$ cat config.mk
export PLATFORM = sky130hd
export DESIGN_NAME = rumble_mix_rate_limiter_top_flat
export DESIGN_NICKNAME = d
export VERILOG_FILES = /design/src/design/rmrl_pkg.sv /design/src/design/rmrl_stream_if.sv /design/src/design/rmrl_cfg_if.sv /design/src/design/rumble_mix_rate_limiter_top.sv /design/src/design/rmrl_cfg_regs.sv /design/src/flat_wrapper.sv
export SDC_FILE = /design/constraint.sdc
export NUM_CORES = 1
export LEC_CHECK = 0
export BUFFER_PORTS_ARGS = -buffer_cell sky130_fd_sc_hd__buf_4
export CAP_MARGIN = 20
export CORE_AREA = 2 2 216 218
export CTS_BUF_LIST = sky130_fd_sc_hd__clkbuf_8 sky130_fd_sc_hd__clkbuf_16
export DETAILED_ROUTE_END_ITERATION = 10
export DIE_AREA = 0 0 218 220
export PLACE_DENSITY = 0.53
export SYNTH_ARGS = -nofsm -noshare
export SYNTH_HDL_FRONTEND = slang
export SYNTH_SLANG_ARGS = --single-unit
$ cat constraint.sdc
create_clock -name clk_i -period 19.6 [get_ports clk_i]
set_input_delay 1.96 -clock clk_i [delete_from_list [all_inputs] [get_ports clk_i]]
set_output_delay 1.96 -clock clk_i [all_outputs]
set_load 0.01 [all_outputs]
$ cat src/design/rmrl_pkg.sv
package rmrl_pkg;

  // Register indexes of the configuration channel
  localparam int unsigned CfgIdxWidth = 8;
  localparam int unsigned CfgDataWidth = 24;

  localparam logic [CfgIdxWidth-1:0] CFG_MIN_WRITE_INTERVAL   = 8'd0;
  localparam logic [CfgIdxWidth-1:0] CFG_SMALL_CHANGE_REFRESH = 8'd1;
  localparam logic [CfgIdxWidth-1:0] CFG_MIN_USEFUL_DELTA     = 8'd2;
  localparam logic [CfgIdxWidth-1:0] CFG_AUDIO_TIMEOUT        = 8'd3;

  // Register reset values
  localparam logic [19:0] MIN_WRITE_INTERVAL_RST   = 20'd5000;
  localparam logic [19:0] SMALL_CHANGE_REFRESH_RST = 20'd25000;
  localparam logic [7:0]  MIN_USEFUL_DELTA_RST     = 8'd3;
  localparam logic [23:0] AUDIO_TIMEOUT_RST        = 24'd100000;

  // Event kinds
  typedef enum logic {
    OP_AUDIO = 1'b0,
    OP_OTHER = 1'b1
  } op_e;

  typedef struct packed {
    op_e         operation;
    logic [7:0]  audio_low;
    logic [7:0]  audio_high;
    logic        rumble_request;
    logic [7:0]  rumble_low;
    logic [7:0]  rumble_high;
    logic [31:0] now_time;
  } evt_t;

  typedef struct packed {
    logic [7:0] write_low;
    logic [7:0] write_high;
  } res_t;

  typedef struct packed {
    logic [19:0] min_write_interval;
    logic [19:0] small_change_refresh;
    logic [7:0]  min_useful_delta;
    logic [23:0] audio_timeout;
  } cfg_t;

endpackage

$ cat src/design/rmrl_stream_if.sv
interface rmrl_stream_if #(
  parameter type payload_t = logic
);
  logic     valid;
  logic     ready;
  payload_t payload;

  modport source (output valid, output payload, input ready);
  modport sink (input valid, input payload, output ready);
endinterface

$ cat src/design/rmrl_cfg_if.sv
interface rmrl_cfg_if;
  logic                               valid;
  logic                               ready;
  logic [rmrl_pkg::CfgIdxWidth-1:0]  index;
  logic [rmrl_pkg::CfgDataWidth-1:0] data;

  modport source (output valid, output index, output data, input ready);
  modport sink (input valid, input index, input data, output ready);
endinterface

$ cat src/design/rumble_mix_rate_limiter_top.sv
// A write, if any, is registered in the result register as its event leaves the event register.
// Throughput: one event per cycle while the receiver keeps up; an event that must write waits
// in the event register while the previous write is still untransferred, stalling the input.
// The whole mix and rate-limit decision is one pass of compare logic on the event register.
// Reset (rst_ni, asynchronous, active low) clears all levels, times and flags and loads
// the register defaults; no event is held and no write is shown after reset.
module rumble_mix_rate_limiter_top #(
  parameter int unsigned TIME_WIDTH = 32
) (
  input  logic          clk_i,
  input  logic          rst_ni,
  rmrl_cfg_if.sink      cfg_i,
  rmrl_stream_if.sink   evt_i,
  rmrl_stream_if.source res_o
);
  import rmrl_pkg::*;

  localparam int unsigned CmpWidth = (TIME_WIDTH > 24) ? TIME_WIDTH : 24;

  cfg_t cfg;

  rmrl_cfg_regs u_cfg_regs (
    .clk_i  (clk_i),
    .rst_ni (rst_ni),
    .cfg_i  (cfg_i),
    .cfg_o  (cfg)
  );

  // Event register
  logic evt_v_q;
  evt_t evt_q;

  // Result register
  logic res_v_q;
  res_t res_q;

  // Mixer and limiter state
  logic [7:0]            aud_lo_q, aud_hi_q, game_lo_q, game_hi_q;
  logic [7:0]            aud_lo_d, aud_hi_d, game_lo_d, game_hi_d;
  logic [7:0]            sent_lo_q, sent_hi_q;
  logic                  sent_valid_q;
  logic [TIME_WIDTH-1:0] last_write_q, last_audio_q, last_audio_d;
  logic                  audio_seen_q, audio_seen_d;
  logic                  pending_q, pending_d;

  logic [TIME_WIDTH-1:0] now;
  logic [TIME_WIDTH-1:0] audio_elapsed, write_elapsed;
  logic                  timed_out, changed, force_write, proceed;
  logic [7:0]            want_lo, want_hi, diff_lo, diff_hi;
  logic                  dup, prev_zero, want_zero, too_soon, small_chg, hold_back;
  logic                  emit, advance, res_free;

  assign now = TIME_WIDTH'(evt_q.now_time);

  // Handshake: the event register moves on when its write, if any, has a place
  assign res_free    = !res_v_q || res_o.ready;
  assign advance     = evt_v_q && (!emit || res_free);
  assign evt_i.ready = !evt_v_q || advance;

  // Update the audio and game levels
  always_comb begin
    audio_elapsed = now - last_audio_q;
    timed_out     = audio_seen_q && ((aud_lo_q != 8'd0) || (aud_hi_q != 8'd0)) &&
                    (CmpWidth'(audio_elapsed) >= CmpWidth'(cfg.audio_timeout));
    aud_lo_d      = aud_lo_q;
    aud_hi_d      = aud_hi_q;
    game_lo_d     = game_lo_q;
    game_hi_d     = game_hi_q;
    last_audio_d  = last_audio_q;
    audio_seen_d  = audio_seen_q;
    changed       = 1'b0;
    force_write   = 1'b0;
    if (evt_q.operation == OP_AUDIO) begin
      changed      = (evt_q.audio_low != aud_lo_q) || (evt_q.audio_high != aud_hi_q);
      aud_lo_d     = evt_q.audio_low;
      aud_hi_d     = evt_q.audio_high;
      last_audio_d = now;
      audio_seen_d = 1'b1;
    end else begin
      if (timed_out) begin
        aud_lo_d    = 8'd0;
        aud_hi_d    = 8'd0;
        changed     = 1'b1;
        force_write = 1'b1;
      end
      if (evt_q.rumble_request) begin
        if ((evt_q.rumble_low != game_lo_q) || (evt_q.rumble_high != game_hi_q)) begin
          changed = 1'b1;
        end
        game_lo_d   = evt_q.rumble_low;
        game_hi_d   = evt_q.rumble_high;
        force_write = 1'b1;
      end
    end
  end

  // Mix and decide whether to write, drop or hold back
  always_comb begin
    want_lo       = (game_lo_d > aud_lo_d) ? game_lo_d : aud_lo_d;
    want_hi       = (game_hi_d > aud_hi_d) ? game_hi_d : aud_hi_d;
    proceed       = changed || pending_q;
    dup           = sent_valid_q && (sent_lo_q == want_lo) && (sent_hi_q == want_hi);
    prev_zero     = (sent_lo_q == 8'd0) && (sent_hi_q == 8'd0);
    want_zero     = (want_lo == 8'd0) && (want_hi == 8'd0);
    write_elapsed = now - last_write_q;
    diff_lo       = (sent_lo_q > want_lo) ? sent_lo_q - want_lo : want_lo - sent_lo_q;
    diff_hi       = (sent_hi_q > want_hi) ? sent_hi_q - want_hi : want_hi - sent_hi_q;
    too_soon      = CmpWidth'(write_elapsed) < CmpWidth'(cfg.min_write_interval);
    small_chg     = (diff_lo < cfg.min_useful_delta) && (diff_hi < cfg.min_useful_delta) &&
                    (CmpWidth'(write_elapsed) < CmpWidth'(cfg.small_change_refresh));
    hold_back     = !force_write && (prev_zero == want_zero) && (too_soon || small_chg);
    emit          = proceed && !dup && !hold_back;
    pending_d     = pending_q;
    if (proceed) begin
      pending_d = !dup && hold_back;
    end
  end

  // Event register: load on transfer, drop when processed
  always_ff @(posedge clk_i or negedge rst_ni) begin
    if (!rst_ni) begin
      evt_v_q <= 1'b0;
    end else if (evt_i.ready) begin
      evt_v_q <= evt_i.valid;
    end
  end

  always_ff @(posedge clk_i) begin
    if (evt_i.valid && evt_i.ready) begin
      evt_q <= evt_i.payload;
    end
  end

  // Commit state when the event leaves the event register
  always_ff @(posedge clk_i or negedge rst_ni) begin
    if (!rst_ni) begin
      aud_lo_q     <= '0;
      aud_hi_q     <= '0;
      game_lo_q    <= '0;
      game_hi_q    <= '0;
      sent_lo_q    <= '0;
      sent_hi_q    <= '0;
      sent_valid_q <= 1'b0;
      last_write_q <= '0;
      last_audio_q <= '0;
      audio_seen_q <= 1'b0;
      pending_q    <= 1'b0;
    end else if (advance) begin
      aud_lo_q     <= aud_lo_d;
      aud_hi_q     <= aud_hi_d;
      game_lo_q    <= game_lo_d;
      game_hi_q    <= game_hi_d;
      last_audio_q <= last_audio_d;
      audio_seen_q <= audio_seen_d;
      pending_q    <= pending_d;
      if (emit) begin
        sent_lo_q    <= want_lo;
        sent_hi_q    <= want_hi;
        sent_valid_q <= 1'b1;
        last_write_q <= now;
      end
    end
  end

  // Result register: hold until transfer
  always_ff @(posedge clk_i or negedge rst_ni) begin
    if (!rst_ni) begin
      res_v_q <= 1'b0;
    end else if (advance && emit) begin
      res_v_q <= 1'b1;
    end else if (res_o.ready) begin
      res_v_q <= 1'b0;
    end
  end

  always_ff @(posedge clk_i) begin
    if (advance && emit) begin
      res_q.write_low  <= want_lo;
      res_q.write_high <= want_hi;
    end
  end

  assign res_o.valid   = res_v_q;
  assign res_o.payload = res_q;

  // A committed write always marks the levels as sent and clears pending
  assert property (@(posedge clk_i) disable iff (!rst_ni)
    advance && emit |=> sent_valid_q && !pending_q)
    else $error("write committed without updating sent state");

  // Never write the same levels twice in a row
  assert property (@(posedge clk_i) disable iff (!rst_ni)
    advance && emit && sent_valid_q |-> !((want_lo == sent_lo_q) && (want_hi == sent_hi_q)))
    else $error("repeated write emitted");

  // A write leaving the event register always finds the result register free
  assert property (@(posedge clk_i) disable iff (!rst_ni)
    advance && emit |-> res_free)
    else $error("result register overwritten");

  // A blocked event keeps the input side stalled
  assert property (@(posedge clk_i) disable iff (!rst_ni)
    evt_v_q && !advance |-> !evt_i.ready)
    else $error("input taken while event register blocked");

  // A held-back write is reported next cycle as pending
  assert property (@(posedge clk_i) disable iff (!rst_ni)
    advance && proceed && !dup && hold_back |=> pending_q)
    else $error("held-back write not marked pending");

endmodule

$ cat src/design/rmrl_cfg_regs.sv
module rmrl_cfg_regs (
  input  logic           clk_i,
  input  logic           rst_ni,
  rmrl_cfg_if.sink       cfg_i,
  output rmrl_pkg::cfg_t cfg_o
);
  import rmrl_pkg::*;

  cfg_t cfg_q;
  cfg_t cfg_d;

  // Always take a write; unknown indexes are dropped
  assign cfg_i.ready = 1'b1;

  // Decode the register index
  always_comb begin
    cfg_d = cfg_q;
    if (cfg_i.valid) begin
      case (cfg_i.index)
        CFG_MIN_WRITE_INTERVAL:   cfg_d.min_write_interval   = cfg_i.data[19:0];
        CFG_SMALL_CHANGE_REFRESH: cfg_d.small_change_refresh = cfg_i.data[19:0];
        CFG_MIN_USEFUL_DELTA:     cfg_d.min_useful_delta     = cfg_i.data[7:0];
        CFG_AUDIO_TIMEOUT:        cfg_d.audio_timeout        = cfg_i.data[23:0];
        default:                  cfg_d = cfg_q;
      endcase
    end
  end

  always_ff @(posedge clk_i or negedge rst_ni) begin
    if (!rst_ni) begin
      cfg_q.min_write_interval   <= MIN_WRITE_INTERVAL_RST;
      cfg_q.small_change_refresh <= SMALL_CHANGE_REFRESH_RST;
      cfg_q.min_useful_delta     <= MIN_USEFUL_DELTA_RST;
      cfg_q.audio_timeout        <= AUDIO_TIMEOUT_RST;
    end else begin
      cfg_q <= cfg_d;
    end
  end

  assign cfg_o = cfg_q;

endmodule

$ cat src/flat_wrapper.sv
// flat-port wrapper written by rule: the top's interface ports become plain ports
module rumble_mix_rate_limiter_top_flat import rmrl_pkg::*;
#(
  parameter int unsigned TIME_WIDTH = 32
)
  (clk_i, rst_ni, cfg_i_valid, cfg_i_index, cfg_i_data, cfg_i_ready, evt_i_valid, evt_i_payload, evt_i_ready, res_o_valid, res_o_payload, res_o_ready);
  rmrl_cfg_if cfg_i_i ();
  rmrl_stream_if #(.payload_t(evt_t)) evt_i_i ();
  rmrl_stream_if #(.payload_t(res_t)) res_o_i ();
  input  logic clk_i;
  input  logic rst_ni;
  input wire logic [$bits(cfg_i_i.valid)-1:0] cfg_i_valid;
  input wire logic [$bits(cfg_i_i.index)-1:0] cfg_i_index;
  input wire logic [$bits(cfg_i_i.data)-1:0] cfg_i_data;
  output wire logic [$bits(cfg_i_i.ready)-1:0] cfg_i_ready;
  input wire logic [$bits(evt_i_i.valid)-1:0] evt_i_valid;
  input wire logic [$bits(evt_i_i.payload)-1:0] evt_i_payload;
  output wire logic [$bits(evt_i_i.ready)-1:0] evt_i_ready;
  output wire logic [$bits(res_o_i.valid)-1:0] res_o_valid;
  output wire logic [$bits(res_o_i.payload)-1:0] res_o_payload;
  input wire logic [$bits(res_o_i.ready)-1:0] res_o_ready;
  assign cfg_i_i.valid = cfg_i_valid;
  assign cfg_i_i.index = cfg_i_index;
  assign cfg_i_i.data = cfg_i_data;
  assign cfg_i_ready = cfg_i_i.ready;
  assign evt_i_i.valid = evt_i_valid;
  assign evt_i_i.payload = evt_i_payload;
  assign evt_i_ready = evt_i_i.ready;
  assign res_o_valid = res_o_i.valid;
  assign res_o_payload = res_o_i.payload;
  assign res_o_i.ready = res_o_ready;
  rumble_mix_rate_limiter_top #(.TIME_WIDTH(TIME_WIDTH)) u_core (.clk_i(clk_i), .rst_ni(rst_ni), .cfg_i(cfg_i_i), .evt_i(evt_i_i), .res_o(res_o_i));
endmodule
==> impl_metrics.csv, run 1 <==
group,metric,value,unit
timing,setup_tns,0,ns
hold_path,worstHoldPathType,"reg2reg",
synth,avgSynthCellArea,10.3,um2
layout,final_nets,2161,
timing,max_freq,64.8,MHz
floorplanning,initial_core_util,39.4,%
grt,grt_use_total,20.7,%
floorplanning,row_count,79,
synth,synth-edff-count,82,
timing,hold_violations,0,
power,p_per_area,159,nW/um2
clock_network,numCtsBuffers,35,
critical_path,crit_buf_inv,5,
clock_network,ctsHoldBuffers,0,
power,pwr-share-clk,20.3,%
floorplanning,fp.dieW,218,um
grt,first_global_vias,13404,
timing,finalCritPeriodShare,78.8,%
placed_design,gp_congestion,0.887,
clock_network,cts-resized-gates,0,
clock_network,insertion_delay,0.55,ns
critical_path,worstSetupPathType,"reg2out",
routing,firstDrtPassIters,5,
hold_path,hold_depth,1,
clock_network,clock-sinks,271,
routing,vias,13366,
synth,async_reset_ff_share,69.7,%
layout,drive_gt1_share,20.8,%
clock_network,clockRootBuffer,"clkbuf_16",
run,maxCapViolations,0,
timing,worstMarginPinSlew,1.08,ns
layout,fin_util,45.5,%
hold_path,holdPathEnd,"u_core.sent_valid_q",
critical_path,arrival,13.48,ns
floorplanning,die_y,220,um
floorplanning,io_pins,122,
routing,drc,0,
clock_network,cts_tree,"yes",
synth,synth-main-ff-cell,"dfrtp_1",
power,peakVddDrop,0.000104,V
timing,min_period,15.44,ns
floorplanning,dieArea,48000,um2
power,combinationalPowerShare,55.9,%
timing,finClkSkew,0.0152,ns
synth,synth_seq_cells,271,
placed_design,io_buffers,120,
timing,drv_slew,0,
power,seqPwrFrac,23.8,%
critical_path,worstReg2RegEnd,"u_core.now[22]",
synth,yosysWarnings,0,
power,swShare,42.2,%
routing,viasPerCell,5.34,
synth,yosysMostFrequentCell,"inv_1",
synth,ys_types,78,
grt,grt-ovfl-total,0,
power,cellLeakagePower,9.43,nW
timing,finalSetupViolCount,0,
layout,fill_cells,4424,
layout,area_growth,15.4,%
routing,routed_wl,49200,um
critical_path,crit_path_start_kind,"flop",
placed_design,pre_cts_slack,4.73,ns
routing,wl_per_cell,19.6,um
critical_path,cp-end-kind,"output port",
critical_path,r2r_start,"u_core.now[1]",
critical_path,cp_slowest_cell,"a21oi_1",
power,power,3.32,mW
synth,synth_common_cells,"205 x inv_1, 181 x ha_1, 170 x dfrtp_1",
layout,multi_input_area,9870,um2
critical_path,rrSetupSlack,5.74,ns
timing,worst_slack,4.16,ns
clock_network,cts_setup_buffers,0,
layout,num_antenna_cells,0,
critical_path,critical-path-max-stage-delay,0.68,ns
critical_path,rr_worst_depth,57,
synth,synth_area_leaders,"dfrtp_1 24%, edfxtp_1 14%, ha_1 13%",
placed_design,dpl.hpwl,37300,um
layout,regArea,7220,um2
critical_path,crit_fanout,15,
power,power.switching,1.40,mW
grt,grt_max_degree,91,
timing,rsz0062_at_grt,"false",
timing,slew_headroom,28.2,%
critical_path,worstPathRequired,17.64,ns
synth,yosysSeqAreaShare,39.9,%
floorplanning,coreArea,45900,um2
synth,synth_top_area_share,23.5,%
synth,synth_area,18100,um2
routing,ant_nets,0,
clock_network,cts.clk_slew.worst_paths,0.06,ns
synth,yosysTopAreaCell,"dfrtp_1",
clock_network,htreeDepth,2,
grt,antenna_found_initial,0,
hold_path,holdCritStartpoint,"u_core.sent_valid_q",
grt,grt_first_pass_wirelength,76600,um
timing,holdWs,0.471,ns
synth,synthCells,1751,
synth,synth_nets,2041,
critical_path,cp_top_family,"compound AO/OA/AOI/OAI gates",
clock_network,cts_buffer_depth,3,
power,p_int,1.92,mW
status,outcome,"finished, final reports clean",
routing,drt_iter0_drc,693,
==> how the worst max path moves through the flow <==
stage                        from                to  cells past startpoint
floorplan           u_core.now[1]  u_core.evt_q[32]                     60
global route        u_core.now[1]       evt_i_ready                     57
finish              u_core.now[1]       evt_i_ready                     57
detailed placement  u_core.now[1]       evt_i_ready                     56
global placement    u_core.now[1]       evt_i_ready                     57
CTS                 u_core.now[1]       evt_i_ready                     57
==> cell type report <==
cell class	count	area share (%)
flip-flops and latches	271	34.6
inverters	206	3.71
repair buffers	132	4.94
clock buffers	42	4.72
clock inverters	22	1.05
well taps	607	3.64
multi-input cells	1225	47.3
==> metrics by stage <==
stage / instance area (um2) / instances
CTS: 20800 / 2504
global route: 20900 / 2505
floorplan: 18100 / 1751
global placement: 19600 / 2439
finish: 20900 / 2505
detailed placement: 19600 / 2440
==> routing by layer <==
metal / part of all wire [%] / global-route usage, % / vias to the layer above / wire length, um
met4: 3.4 / 7.82 / 0 / 1650
met5: 0 / 0 / - / 0
met2: 49 / 35.5 / 273 / 24100
met1: 44 / 26.4 / 6474 / 21500
li1: - / - / 6538 / -
met3: 4.1 / 2.95 / 81 / 2010
==> power groups by stage <==
stage	combinational [mW]	clock (mW)	sequential (mW)
2_1_floorplan	1.37	0	0.780
3_3_place_gp	1.83	0	0.797
3_5_place_dp	1.84	0	0.798
4_1_cts	1.86	0.693	0.790
5_1_grt	2.08	0.713	0.805
6_report	1.85	0.675	0.790
==> sequential cells by signal (all words and copies together), names as in the netlist <==
signal	cells
u_core.game_lo_q	8
u_core.aud_lo_q	8
u_core.u_cfg_regs.cfg_o	72
u_core.last_write_q	32
u_core.now	32
u_core.res_o.payload	16
u_core.aud_hi_q	8
u_core.sent_valid_q	1
u_core.evt_v_q	1
u_core.game_hi_q	8
u_core.evt_q	34
u_core.sent_lo_q	8
u_core.pending_q	1
u_core.sent_hi_q	8
u_core.last_audio_q	32
u_core.audio_seen_q	1
u_core.res_o.valid	1
==> logic make-up (layout without fill, tap and decap cells) <==
kind of cell / after synthesis / after routing / share of synthesized area [%]
AOI/OAI and AO/OA: 391 / 391 / 14.0
xor gates and xnor gates: 88 / 88 / 4.27
adders and majority gates: 187 / 187 / 13.2
buffers and inverters: 255 / 402 / 5.56
DFF: 271 / 271 / 39.9
muxes: 203 / 203 / 13.1
other: 1 / 1 / 0.0208
and+or+nand+nor: 355 / 355 / 9.98
==> cell usage in the layout, fill, tap and decap left out, types with 20 or more instances in the layout <==
cell and instances:
nand4_1 31, xor2_1 54, o21a_1 31, mux2_2 141, nor4_1 20, dfrtp_1 170, a21o_1 41, nor2b_1 23
ha_1 181, a21oi_1 121, mux2i_1 32, nand2_1 97, nand3_1 26, edfxtp_1 82, o21ai_0 68, nor2_1 73
clkbuf_16 36, inv_1 214, nor3_1 27, xnor2_1 34, buf_4 129, mux2_4 30
Power figures use the tool's default switching activity.
==> inputs of run 2 (changes only) <==
PLACE_DENSITY = 0.55   (was 0.53)
clock period = 14.05 ns   (was 19.6 ns; I/O delays follow)
==> impl_metrics.csv, run 2 (synthesized netlist as in run 1, its figures left out) <==
group,metric,value,unit
status,outcome,"finished, final reports clean",
floorplanning,fp.dieW,218,um
clock_network,cts_buffer_depth,3,
routing,viasPerCell,5.32,
timing,finalSetupViolCount,0,
placed_design,io_buffers,120,
placed_design,placed_cell_area,19700,um2
routing,vias,13528,
timing,finalCritPeriodShare,95.5,%
layout,area_growth,18.2,%
clock_network,ctsHoldBuffers,0,
layout,fill_cells,4366,
grt,first_global_vias,13561,
timing,hold_violations,0,
critical_path,crit_path_start_kind,"flop",
power,peakVddDrop,0.000117,V
floorplanning,row_count,79,
critical_path,critical-path-max-stage-delay,0.53,ns
grt,grt_max_degree,69,
critical_path,path_depth,56,
critical_path,worstPathRequired,12.65,ns
routing,drt_iter0_drc,735,
grt,grt.busiest_layer,"met2",
grt,gr-usage-met1,26.1,%
timing,slew_headroom,36.9,%
power,p_per_area,226,nW/um2
grt,use_met2,37.0,%
routing,wl_per_cell,19.6,um
timing,max_freq,74.5,MHz
grt,grt_first_pass_wirelength,76800,um
placed_design,dp.cells,2456,
layout,num_antenna_cells,0,
routing,routed_wl,49800,um
critical_path,crit_fanout,6,
floorplanning,coreArea,45900,um2
timing,drv_slew,0,
placed_design,dpl.hpwl,37700,um
critical_path,cp-end-kind,"output port",
critical_path,cp_top_family,"compound AO/OA/AOI/OAI gates",
critical_path,worstSetupPathType,"reg2out",
clock_network,insertion_delay,0.57,ns
layout,final_cell_mix,"214 x inv_1, 178 x ha_1, 170 x dfrtp_1",
routing,drc,0,
grt,grt-ovfl-total,0,
critical_path,crit_buf_inv,2,
grt,globalRouteMet3Util,2.73,%
layout,regArea,7220,um2
critical_path,rrSetupSlack,1.45,ns
clock_network,numCtsBuffers,35,
layout,fin_util,46.6,%
layout,drive_gt1_share,24.7,%
run,maxCapViolations,0,
timing,finClkSkew,0.0316,ns
floorplanning,die_y,220,um
grt,grt_use_total,20.7,%
layout,final_nets,2200,
layout,mostFrequentLayoutCell,"inv_1",
hold_path,hold_depth,1,
timing,worstMarginPinSlew,0.947,ns
placed_design,gp_congestion,0.895,
layout,multi_input_area,10100,um2
layout,stdcell_count,2543,
critical_path,arrival,12.01,ns
hold_path,worstHoldPathType,"reg2reg",
power,cellLeakagePower,9.64,nW
critical_path,cp_slowest_cell,"or4_1",
layout,largest_reg_flops,72,
layout,finalInstanceArea,21400,um2
timing,min_period,13.42,ns
grt,antenna_found_initial,0,
clock_network,clock-sinks,271,
floorplanning,dieArea,48000,um2
clock_network,cts_tree,"yes",
routing,ant_nets,0,
critical_path,rr_worst_depth,56,
routing,firstDrtPassIters,5,
clock_network,htreeDepth,2,
clock_network,cts.clk_slew.worst_paths,0.06,ns
timing,setup_tns,0,ns
floorplanning,initial_core_util,39.4,%
clock_network,clockRootBuffer,"clkbuf_16",
floorplanning,io_pins,122,
[run 2: final timing paths]
path	to	from
max	evt_i_ready	u_core.now[1]
min	u_core.sent_valid_q	u_core.sent_valid_q
max reg2reg	u_core.last_audio_q[0]	u_core.now[1]
min reg2reg	u_core.sent_valid_q	u_core.sent_valid_q
max in group asynchronous	u_core.last_audio_q[24]	rst_ni
min in group asynchronous	u_core.u_cfg_regs.cfg_o[65]	rst_ni
[run 2: cell type report]
type,count,share of cell area [%]
inverters,206,3.62
repair buffers,170,6.13
multi-input cells,1226,47.4
flip-flops and latches,271,33.8
clock inverters,25,1.25
well taps,607,3.56
clock buffers,38,4.29
[run 2: power by group]
group / internal, mW / switching [mW] / total, mW
Combinational: 1.26 / 1.54 / 2.79
Clock: 0.550 / 0.378 / 0.928
Sequential: 0.986 / 0.121 / 1.11
[run 2: per-layer routing]
layer | wire [um] | vias up
met5 | 0 | -
li1 | - | 6602
met4 | 1360 | 0
met2 | 25000 | 252
met1 | 21700 | 6604
met3 | 1750 | 70
[run 2: timing repair]
item / CTS / global route
pin swaps: 1 / 29
setup buffers: 1 / 22
setup endpoints to repair: 1 / 1
cloned: 0 / 1
resized for setup: 4 / 52
[run 2: stage by stage]
stage                     hold WS, ns  setup WS [ns]  power, mW
after floorplan                 0.426           1.06       3.00
after global placement          0.451          0.237       3.71
after CTS                       0.471         0.0235       4.69
final                           0.469          0.634       4.83
after detailed placement        0.451         0.0910       3.72
after global routing            0.499        -0.0333       5.23
